===== src/hdl/frms_pkg.sv =====
package frms_pkg;

  // Sample format and fixed field widths
  localparam int SAMPLE_BITS = 16;
  localparam int SQ_W        = 2 * SAMPLE_BITS - 1;
  localparam int THR_W       = 15;
  localparam int ACT_W       = 16;
  localparam int GAIN_W      = 8;
  localparam int CONF_W      = 16;
  localparam int CROSS_W     = 13;
  localparam int ROOT_W      = 16;
  localparam int RAD_W       = 2 * ROOT_W;
  localparam int ROOT_STEPS  = ROOT_W;
  localparam int PROD_W      = ROOT_W + GAIN_W;

  // Stream word widths
  localparam int IN_DATA_W   = 16;
  localparam int OUT_FIELD_W = 1 + CONF_W + CROSS_W + ROOT_W;
  localparam int OUT_DATA_W  = ((OUT_FIELD_W + 7) / 8) * 8;

  // Default frame length limit
  localparam int MAX_FRAME_DEF = 4096;

  // Configuration port
  localparam int CFG_ADDR_W = 2;
  localparam int CFG_DATA_W = 16;
  localparam logic [CFG_ADDR_W-1:0] REG_CROSSING_THR = 2'd0;
  localparam logic [CFG_ADDR_W-1:0] REG_ACTIVITY_THR = 2'd1;
  localparam logic [CFG_ADDR_W-1:0] REG_CONF_GAIN    = 2'd2;

  localparam logic [THR_W-1:0]  CROSSING_THR_RST = 15'd1638;
  localparam logic [ACT_W-1:0]  ACTIVITY_THR_RST = 16'd655;
  localparam logic [GAIN_W-1:0] CONF_GAIN_RST    = 8'd8;

  // Confidence of 1.0 in Q1.15
  localparam logic [PROD_W-1:0] CONF_ONE = 24'd32768;

  // Sequencer states
  typedef enum logic [2:0] {
    ST_IDLE,
    ST_ACC,
    ST_LOAD,
    ST_DIV,
    ST_SQRT,
    ST_CONF,
    ST_HOLD
  } state_t;

  // Commands from the sequencer to the divide and root unit
  typedef struct packed {
    logic load;
    logic div_step;
    logic div_last;
    logic sqrt_step;
  } isu_ctrl_t;

endpackage


===== src/hdl/frms_acc.sv =====
module frms_acc #(
  parameter int MAX_FRAME = frms_pkg::MAX_FRAME_DEF,
  parameter int CNT_W     = 13,
  parameter int SUM_W     = 43
) (
  input  logic                                  clk,
  input  logic                                  rst,
  input  logic                                  accept,
  input  logic signed [frms_pkg::SAMPLE_BITS-1:0] sample,
  input  logic                                  last_sample,
  input  logic [frms_pkg::THR_W-1:0]            crossing_threshold,
  input  logic                                  add_en,
  input  logic                                  clear,
  output logic [SUM_W-1:0]                      square_sum,
  output logic [CNT_W-1:0]                      sample_total,
  output logic [CNT_W-1:0]                      crossing_total,
  output logic                                  close
);
  import frms_pkg::*;

  logic signed [SAMPLE_BITS-1:0]   previous_sample;
  logic [SQ_W-1:0]                 square;
  logic signed [2*SAMPLE_BITS-1:0] sq_full;
  logic signed [SAMPLE_BITS:0]     cur_x;
  logic signed [SAMPLE_BITS:0]     prev_x;
  logic signed [SAMPLE_BITS:0]     thr_pos;
  logic signed [SAMPLE_BITS:0]     thr_neg;
  logic                            hit;

  // Square of the incoming sample and the level-crossing test
  always_comb begin
    sq_full = sample * sample;
    cur_x   = {sample[SAMPLE_BITS-1], sample};
    prev_x  = {previous_sample[SAMPLE_BITS-1], previous_sample};
    thr_pos = $signed({{(SAMPLE_BITS + 1 - THR_W){1'b0}}, crossing_threshold});
    thr_neg = -thr_pos;
    hit     = ((prev_x < thr_pos) && (cur_x >= thr_pos)) ||
              ((prev_x > thr_neg) && (cur_x <= thr_neg));
  end

  // The square is registered on acceptance and added in the following cycle.
  always_ff @(posedge clk) begin
    if (accept) begin
      square <= sq_full[SQ_W-1:0];
    end
  end

  // Frame state, cleared at reset and once the frame has been handed over
  always_ff @(posedge clk) begin
    if (rst || clear) begin
      square_sum      <= '0;
      sample_total    <= '0;
      crossing_total  <= '0;
      previous_sample <= '0;
      close           <= 1'b0;
    end else begin
      if (accept) begin
        previous_sample <= sample;
        sample_total    <= sample_total + 1'b1;
        close           <= last_sample || (sample_total == CNT_W'(MAX_FRAME - 1));
        if (hit) begin
          crossing_total <= crossing_total + 1'b1;
        end
      end
      if (add_en) begin
        square_sum <= square_sum + SUM_W'(square);
      end
    end
  end

endmodule


===== src/hdl/frms_isu.sv =====
module frms_isu #(
  parameter int CNT_W = 13,
  parameter int SUM_W = 43
) (
  input  logic                        clk,
  input  frms_pkg::isu_ctrl_t         ctrl,
  input  logic [SUM_W-1:0]            square_sum,
  input  logic [CNT_W-1:0]            sample_total,
  output logic [frms_pkg::ROOT_W-1:0] rms_level
);
  import frms_pkg::*;

  // Remainder width covers both the divider and the root remainder.
  localparam int SUB_W = (CNT_W + 1 > ROOT_W + 3) ? CNT_W + 1 : ROOT_W + 3;

  logic [SUM_W-1:0]  quo;
  logic [CNT_W-1:0]  divisor;
  logic [SUB_W-1:0]  rem;
  logic [ROOT_W-1:0] root;
  logic [SUB_W-1:0]  op_a;
  logic [SUB_W-1:0]  op_b;
  logic [SUB_W:0]    diff;
  logic              ge;
  logic [SUB_W-1:0]  res;

  // Shared compare-and-subtract: one quotient bit or one root bit per cycle
  always_comb begin
    if (ctrl.sqrt_step) begin
      op_a = {rem[SUB_W-3:0], quo[RAD_W-1:RAD_W-2]};
      op_b = SUB_W'({root, 2'b01});
    end else begin
      op_a = {rem[SUB_W-2:0], quo[SUM_W-1]};
      op_b = SUB_W'(divisor);
    end
    diff = {1'b0, op_a} - {1'b0, op_b};
    ge   = ~diff[SUB_W];
    res  = ge ? diff[SUB_W-1:0] : op_a;
  end

  // The dividend register shifts out dividend bits and collects the quotient;
  // its low RAD_W bits then serve as the radicand for the root.
  always_ff @(posedge clk) begin
    if (ctrl.load) begin
      quo     <= square_sum;
      divisor <= sample_total;
      rem     <= '0;
      root    <= '0;
    end else if (ctrl.div_step) begin
      quo <= {quo[SUM_W-2:0], ge};
      rem <= ctrl.div_last ? '0 : res;
    end else if (ctrl.sqrt_step) begin
      quo[RAD_W-1:0] <= {quo[RAD_W-3:0], 2'b00};
      rem            <= res;
      root           <= {root[ROOT_W-2:0], ge};
    end
  end

  assign rms_level = root;

endmodule


===== src/hdl/frame_rms_and_level_crossings_core.sv =====
// Frame RMS level and level-crossing counter.
// Samples arrive on the s_ stream, one Q1.15 sample per word, with s_tlast on
// the final sample of a frame. Each frame yields one result word on the m_
// stream: activity flag, saturated confidence, crossing count and RMS level.
// A frame that reaches MAX_FRAME samples is closed at that sample.
// Within a frame, each sample is squared and then added before the next is taken.
// After the final sample, the shared compare-and-subtract unit produces one
// quotient bit per cycle for the mean (SUM_W bits) and then one root bit per
// cycle for the RMS (16 bits). No sample is taken while that unit is busy.
// The result sits in an output register; once it is loaded the core takes the
// next frame's samples even while the receiver holds m_tready low. A further
// result waits inside the core until the output register is free.
// Configuration is written through cfg_wr_en, cfg_addr and cfg_wdata; the user
// must change it only while no frame is in progress; the core does not enforce it.
// Reset (rst, synchronous) restores the register defaults, clears the frame
// state and drops m_tvalid.
module frame_rms_and_level_crossings_core #(
  parameter int MAX_FRAME = frms_pkg::MAX_FRAME_DEF
) (
  input  logic                                clk,
  input  logic                                rst,
  // Input stream
  input  logic                                s_tvalid,
  output logic                                s_tready,
  input  logic [frms_pkg::IN_DATA_W-1:0]      s_tdata,  // [15:0] sample
  input  logic                                s_tlast,
  // Result stream
  output logic                                m_tvalid,
  input  logic                                m_tready,
  // [0] activity, [16:1] confidence, [29:17] crossing_count,
  // [45:30] rms_level, [47:46] zero
  output logic [frms_pkg::OUT_DATA_W-1:0]     m_tdata,
  // Configuration port
  input  logic                                cfg_wr_en,
  input  logic [frms_pkg::CFG_ADDR_W-1:0]     cfg_addr,
  input  logic [frms_pkg::CFG_DATA_W-1:0]     cfg_wdata
);
  import frms_pkg::*;

  localparam int CNT_W  = $clog2(MAX_FRAME + 1);
  localparam int SUM_W  = SQ_W - 1 + CNT_W;
  localparam int STEP_W = $clog2(SUM_W);

  state_t             state;
  state_t             state_next;
  logic [STEP_W-1:0]  step;
  isu_ctrl_t          ctrl;
  logic               accept;
  logic               add_en;
  logic               acc_clear;
  logic               conf_en;
  logic               out_load;
  logic               step_zero;

  logic [THR_W-1:0]   crossing_threshold;
  logic [ACT_W-1:0]   activity_threshold;
  logic [GAIN_W-1:0]  confidence_gain;

  logic [SUM_W-1:0]   square_sum;
  logic [CNT_W-1:0]   sample_total;
  logic [CNT_W-1:0]   crossing_total;
  logic               close;
  logic [ROOT_W-1:0]  rms;

  logic [CROSS_W-1:0] cross_res;
  logic [PROD_W-1:0]  conf_prod;
  logic [CONF_W-1:0]  conf_sat;

  logic               out_activity;
  logic [CONF_W-1:0]  out_confidence;
  logic [CROSS_W-1:0] out_crossing;
  logic [ROOT_W-1:0]  out_rms;

  // Configuration registers
  always_ff @(posedge clk) begin
    if (rst) begin
      crossing_threshold <= CROSSING_THR_RST;
      activity_threshold <= ACTIVITY_THR_RST;
      confidence_gain    <= CONF_GAIN_RST;
    end else if (cfg_wr_en) begin
      case (cfg_addr)
        REG_CROSSING_THR: crossing_threshold <= cfg_wdata[THR_W-1:0];
        REG_ACTIVITY_THR: activity_threshold <= cfg_wdata[ACT_W-1:0];
        REG_CONF_GAIN:    confidence_gain    <= cfg_wdata[GAIN_W-1:0];
        default: ;
      endcase
    end
  end

  assign accept    = s_tvalid && s_tready;
  assign step_zero = (step == '0);

  // Sequencer: next state
  always_comb begin
    state_next = state;
    case (state)
      ST_IDLE: if (accept) state_next = ST_ACC;
      ST_ACC:  state_next = close ? ST_LOAD : ST_IDLE;
      ST_LOAD: state_next = ST_DIV;
      ST_DIV:  if (step_zero) state_next = ST_SQRT;
      ST_SQRT: if (step_zero) state_next = ST_CONF;
      ST_CONF: state_next = ST_HOLD;
      ST_HOLD: if (!m_tvalid || m_tready) state_next = ST_IDLE;
      default: state_next = ST_IDLE;
    endcase
  end

  // Sequencer: outputs
  always_comb begin
    s_tready       = 1'b0;
    add_en         = 1'b0;
    acc_clear      = 1'b0;
    conf_en        = 1'b0;
    out_load       = 1'b0;
    ctrl           = '0;
    case (state)
      ST_IDLE: s_tready = 1'b1;
      ST_ACC:  add_en = 1'b1;
      ST_LOAD: begin
        acc_clear = 1'b1;
        ctrl.load = 1'b1;
      end
      ST_DIV: begin
        ctrl.div_step = 1'b1;
        ctrl.div_last = step_zero;
      end
      ST_SQRT: ctrl.sqrt_step = 1'b1;
      ST_CONF: conf_en = 1'b1;
      ST_HOLD: out_load = !m_tvalid || m_tready;
      default: ;
    endcase
  end

  always_ff @(posedge clk) begin
    if (rst) begin
      state <= ST_IDLE;
    end else begin
      state <= state_next;
    end
  end

  // Iteration counter for the divide and root passes
  always_ff @(posedge clk) begin
    case (state)
      ST_LOAD: step <= STEP_W'(SUM_W - 1);
      ST_DIV:  step <= step_zero ? STEP_W'(ROOT_STEPS - 1) : step - 1'b1;
      ST_SQRT: step <= step - 1'b1;
      default: ;
    endcase
  end

  frms_acc #(
    .MAX_FRAME (MAX_FRAME),
    .CNT_W     (CNT_W),
    .SUM_W     (SUM_W)
  ) u_acc (
    .clk                (clk),
    .rst                (rst),
    .accept             (accept),
    .sample             ($signed(s_tdata[SAMPLE_BITS-1:0])),
    .last_sample        (s_tlast),
    .crossing_threshold (crossing_threshold),
    .add_en             (add_en),
    .clear              (acc_clear),
    .square_sum         (square_sum),
    .sample_total       (sample_total),
    .crossing_total     (crossing_total),
    .close              (close)
  );

  frms_isu #(
    .CNT_W (CNT_W),
    .SUM_W (SUM_W)
  ) u_isu (
    .clk          (clk),
    .ctrl         (ctrl),
    .square_sum   (square_sum),
    .sample_total (sample_total),
    .rms_level    (rms)
  );

  // Crossing count is captured when the frame is handed to the unit.
  always_ff @(posedge clk) begin
    if (acc_clear) begin
      cross_res <= CROSS_W'(crossing_total);
    end
  end

  // Confidence product, saturated to 1.0 when the result is loaded
  always_ff @(posedge clk) begin
    if (conf_en) begin
      conf_prod <= PROD_W'(rms) * PROD_W'(confidence_gain);
    end
  end

  assign conf_sat = (conf_prod > CONF_ONE) ? CONF_ONE[CONF_W-1:0] : conf_prod[CONF_W-1:0];

  // Output register
  always_ff @(posedge clk) begin
    if (rst) begin
      m_tvalid <= 1'b0;
    end else if (out_load) begin
      m_tvalid <= 1'b1;
    end else if (m_tready) begin
      m_tvalid <= 1'b0;
    end
  end

  always_ff @(posedge clk) begin
    if (out_load) begin
      out_activity   <= (rms > activity_threshold);
      out_confidence <= conf_sat;
      out_crossing   <= cross_res;
      out_rms        <= rms;
    end
  end

  assign m_tdata = OUT_DATA_W'({out_rms, out_crossing, out_confidence, out_activity});

endmodule

===== config.mk =====
export PLATFORM = sky130hd
export DESIGN_NAME = frame_rms_and_level_crossings_core
export DESIGN_NICKNAME = d
export VERILOG_FILES = /design/src/hdl/frms_pkg.sv /design/src/hdl/frms_acc.sv /design/src/hdl/frms_isu.sv /design/src/hdl/frame_rms_and_level_crossings_core.sv
export SDC_FILE = /design/constraint.sdc
export NUM_CORES = 2
export LEC_CHECK = 0
export BUFFER_PORTS_ARGS = -buffer_cell sky130_fd_sc_hd__buf_2
export CAP_MARGIN = 10
export CELL_PAD_IN_SITES_DETAIL_PLACEMENT = 2
export CELL_PAD_IN_SITES_GLOBAL_PLACEMENT = 2
export CORE_ASPECT_RATIO = 2
export CORE_MARGIN = 3
export CORE_UTILIZATION = 37
export CTS_CLUSTER_DIAMETER = 120
export CTS_CLUSTER_SIZE = 16
export DETAILED_ROUTE_END_ITERATION = 10
export PLACE_DENSITY = 0.75
export SYNTH_ARGS = -nofsm -noshare
export SYNTH_HDL_FRONTEND = slang
export SYNTH_SLANG_ARGS = --single-unit

===== constraint.sdc =====
create_clock -name clk -period 6.61 [get_ports clk]
set_input_delay 0 -clock clk [delete_from_list [all_inputs] [get_ports clk]]
set_output_delay 0 -clock clk [all_outputs]
set_load 0.1 [all_outputs]

==> flow_summary.rst <==
.. list-table::
   :header-rows: 1

   * - Metric
     - Value
   * - Run status
     - completed
   * - Number of max-capacitance violations reported
     - 0
   * - Worst setup path category
     - in2reg
   * - TritonCTS clock tree
     - done
   * - Final setup viols
     - 0
   * - Clock latency of the later-clocked register in the worst-skew pair
     - 0.60 ns
   * - Routed Antenna Nets
     - 0
   * - Slack of the worst reg-to-reg path
     - 0.68 ns
   * - Capture endpoint of the worst hold path
     - state[0]$_SDFFE_PP0P_
   * - Fraction of final layout cells sized beyond drive strength 1
     - 7.11%
   * - Synth Instances
     - 3196
   * - Chip height
     - between 400 and 500 µm
   * - Proportion of synthesized chip area in sequential cells
     - 28.6%
   * - Async SR Flop Fraction
     - 0%
   * - Cell leakage power
     - 15.2 nW
   * - CTS H-tree lvls
     - 1
   * - Register cell area after layout
     - 8520 µm²
   * - Number of buffer cells added on primary ports
     - 87
   * - Setup TNS after final layout
     - 0 ns
   * - Category of the worst setup path launch point
     - input port
   * - Avg Synthesized Cell Area
     - 9.33 µm²
   * - Final clock skew
     - 0.0306 ns
   * - Via count of the routed design
     - 23200
   * - Post-DP HPWL
     - approximately 82000 µm
   * - Final nets
     - 3904
   * - Hold Violations, Final
     - 0
   * - Number of DRC violations after detailed-routing iteration 0
     - 723
   * - Worst Max-Slew Pin Slew
     - roughly 1.1 ns
   * - Final clock period utilization by the worst path
     - 96.5%
   * - Critical path required time
     - 6.94 ns
   * - Wire length of the first global-routing pass
     - 156000 µm
   * - Vias per cell
     - about 5.3
   * - Peak clock frequency supported by timing
     - 157 MHz
   * - Critical path data arrival time
     - 6.71 ns
   * - Top-Level Pins
     - 90
   * - Initial antenna violation count
     - 4
   * - Area of the die
     - 84300 µm²
   * - Critical R2R Launch
     - confidence_gain[4]$_SDFFE_PP0P_
   * - Worst hold path depth
     - 3
   * - Sum of internal, switching and leakage power
     - 0.0156 W
   * - Final GP Congestion
     - between 0.8 and 0.9
   * - Biggest cell delay along the critical path
     - between 0.6 and 0.7 ns
   * - Per-cell routed wire length
     - 23.3 µm
   * - Initial Utilization
     - between 30 and 40%
   * - Setup repair after global routing missed its margin
     - false
   * - YS warnings
     - 0
   * - # DRC
     - 0
   * - Congestion Overflow GR
     - 0
   * - Worst slew margin
     - 24.8%
   * - Crit end category
     - register
   * - Number of cells on the worst reg-to-reg path
     - 19
   * - Combined area of the multi-input logic cells
     - 19100 µm²
   * - Start point of the worst min-delay path
     - rst
   * - Top fanout value on the critical path
     - 12
   * - Critical path cell sequence
     - dlygate4sd3_1, buf_2, nand2_1, inv_1, fa_1, inv_1, fa_1, fa_1, inv_1, fa_1, fa_1, inv_1, fa_1, inv_1, ha_1, nand2_1, o21ai_0, o41ai_2, o21ai_2, a31oi_4, o21ai_1, a41o_1, o41ai_2, xnor2_1
   * - Clock tree root driver cell
     - clkbuf_16
   * - Count of state elements after synthesis
     - roughly 340
   * - Maximum number of pins on one net before global-route repair
     - between 60 and 70
   * - Filler cells
     - 8713
   * - Post-synthesis instance area
     - just under 30000 µm²
   * - Number of clock buffers inserted by TritonCTS
     - 25
   * - Post-layout minimum cycle time
     - approximately 6.4 ns
   * - HP Class
     - in2reg
   * - Endpoint of the worst-slack reg-to-reg timing path
     - conf_prod[22]$_DFFE_PP_
   * - Core Region
     - 79600 µm²
   * - VDD IR-drop max
     - 1.04 mV
   * - Number of library cell types mapped by synthesis
     - 76
   * - Standard-cell row count
     - around 150
   * - Aggregate routed wire length
     - 101000 µm
   * - Most instantiated flip-flop cell in the synthesis netlist
     - edfxtp_1
   * - Maximum root-to-sink buffer count
     - 3
   * - Clock net sink count
     - 338
   * - Sum of buffers and inverters on the critical path
     - 7
   * - Count of flip-flops with a built-in enable after synthesis
     - approximately 180
   * - Via count of the first global-routing pass
     - 27700
   * - Slowest cell on the critical path
     - fa_1
   * - Delay-heaviest family, CP
     - adder cells
   * - Combined global-route utilization of all metal layers
     - about 24%
   * - Router iterations before antenna repair
     - 6
   * - Crit path top cell by count
     - fa_1
   * - Post-synthesis to final-layout area growth
     - 9.86%
   * - Power density over the cells
     - 475 nW/µm²
   * - Slew Limit Fails
     - 0
   * - Clock transition at path regs
     - 0.08 ns
   * - Chip width
     - 207 µm
## power breakdown
group | internal (W) | switching (W) | leakage [nW]
clock network | 0.000718 | 0.000825 | 0.340
logic | 0.00445 | 0.00657 | 12.0
registers | 0.00283 | 0.000171 | 2.91
total | 0.00800 | 0.00757 | 15.2
## state kept, by name (all words and copies together), names as in the netlist, 15 cells and up
signal,cells
u_acc.square_sum,43
u_isu.quo,43
u_acc.square,30
conf_prod,24
u_isu.rem,18
activity_threshold,16
out_confidence,16
out_rms,16
u_acc.previous_sample,16
u_isu.rms_level,16
crossing_threshold,15
## through the flow
stage	utilization [%]	worst slack (ns)	hold slack, ns	area, µm²	cells
after global placement	39.7	0.245	0.244	31600	4258
final	41.2	0.234	0.0559	32800	4343
after global routing	41.1	0.0116	0.0758	32800	4342
after CTS	41.0	0.0101	0.0251	32700	4338
after detailed placement	39.7	-0.192	0.249	31600	4258
after floorplan	-	0.330	0.0989	29800	3197
## cell type report
type | instances | share of cell area (%)
clock buffer | 42 | 2.10
sequential | 338 | 26.0
timing repair buffer | 186 | 3.95
multi-input combinational | 2234 | 58.1
tap | 1036 | 3.95
inverter | 501 | 5.75
antenna | 4 | 0.0305
clock inverter | 2 | 0.0764
## timing repair
item | 4_1_cts | 5_1_grt
endpoints found under the setup margin | 0 | 4
gates resized for setup | 0 | 14
setup buffers | 0 | 1
hold buffers | 36 | 0
hold endpoints to repair | 58 | 0
## cell families after synthesis
logic type	synth area share (%)
multiplexers	2.13
AND/OR/NAND/NOR	14.7
buffers and inverters	7.94
other	0.0126
XOR/XNOR	4.20
flip-flops	28.6
adder cells (fa/ha/maj)	32.2
AO/OA/AOI/OAI	10.3
## worst reg2reg max path: stages, from the launching register on
cell	delay (ns)
dfxtp_1	0.56
and2_1	0.32
fa_1	0.47
fa_1	0.57
inv_1	0.06
fa_1	0.48
fa_1	0.58
inv_1	0.07
ha_1	0.37
nand2_1	0.10
o21ai_0	0.09
buf_4	0.17
o41ai_1	0.61
a211oi_1	0.17
buf_4	0.21
a211o_1	0.26
a21oi_1	0.26
o21bai_1	0.10
a21oi_1	0.18
xnor2_1	0.09
## routing by layer
layer / wire length [µm] / vias up / share of wire, % / track usage, %
met4: 7140 / 0 / 7.1 / 14.0
met2: 59800 / 382 / 59 / 50.1
met1: 32300 / 12000 / 32 / 21.7
met3: 1900 / 250 / 1.9 / 1.76
li1: - / 10600 / - / -
met5: 0 / - / 0 / 0
## layout by cell type, fill, tap and decap left out, types with 92 or more instances in the layout
cell type	n
a21oi_1	182
and2_1	110
dfxtp_1	162
edfxtp_1	175
fa_1	312
ha_1	263
inv_1	497
nand2_1	462
nor2_1	162
o21ai_0	92
xnor2_1	96
## cells in the mapped netlist (all sizes together), types with 55 or more instances
master | number | area (µm²)
a21o | 55 | 413
a21oi | 185 | 933
and2 | 110 | 688
clkbuf | 110 | 413
dfxtp | 163 | 3260
edfxtp | 175 | 5260
fa | 315 | 6310
ha | 263 | 3290
inv | 499 | 1870
nand2 | 462 | 1730
nor2 | 165 | 619
o21ai | 103 | 519
xnor2 | 96 | 841
## worst max path at each step
stage / from / endpoint / cells after the start
after floorplan: s_tdata[15] / u_acc.square[30]$_DFFE_PP_ / 24
after global placement: s_tdata[12] / u_acc.square[29]$_DFFE_PP_ / 23
after detailed placement: s_tdata[3] / u_acc.square[29]$_DFFE_PP_ / 23
after CTS: s_tdata[9] / u_acc.square[29]$_DFFE_PP_ / 24
after global routing: s_tdata[15] / u_acc.square[30]$_DFFE_PP_ / 24
final: s_tdata[10] / u_acc.square[29]$_DFFE_PP_ / 24
No activity file was read; power rests on OpenSTA's default activity.
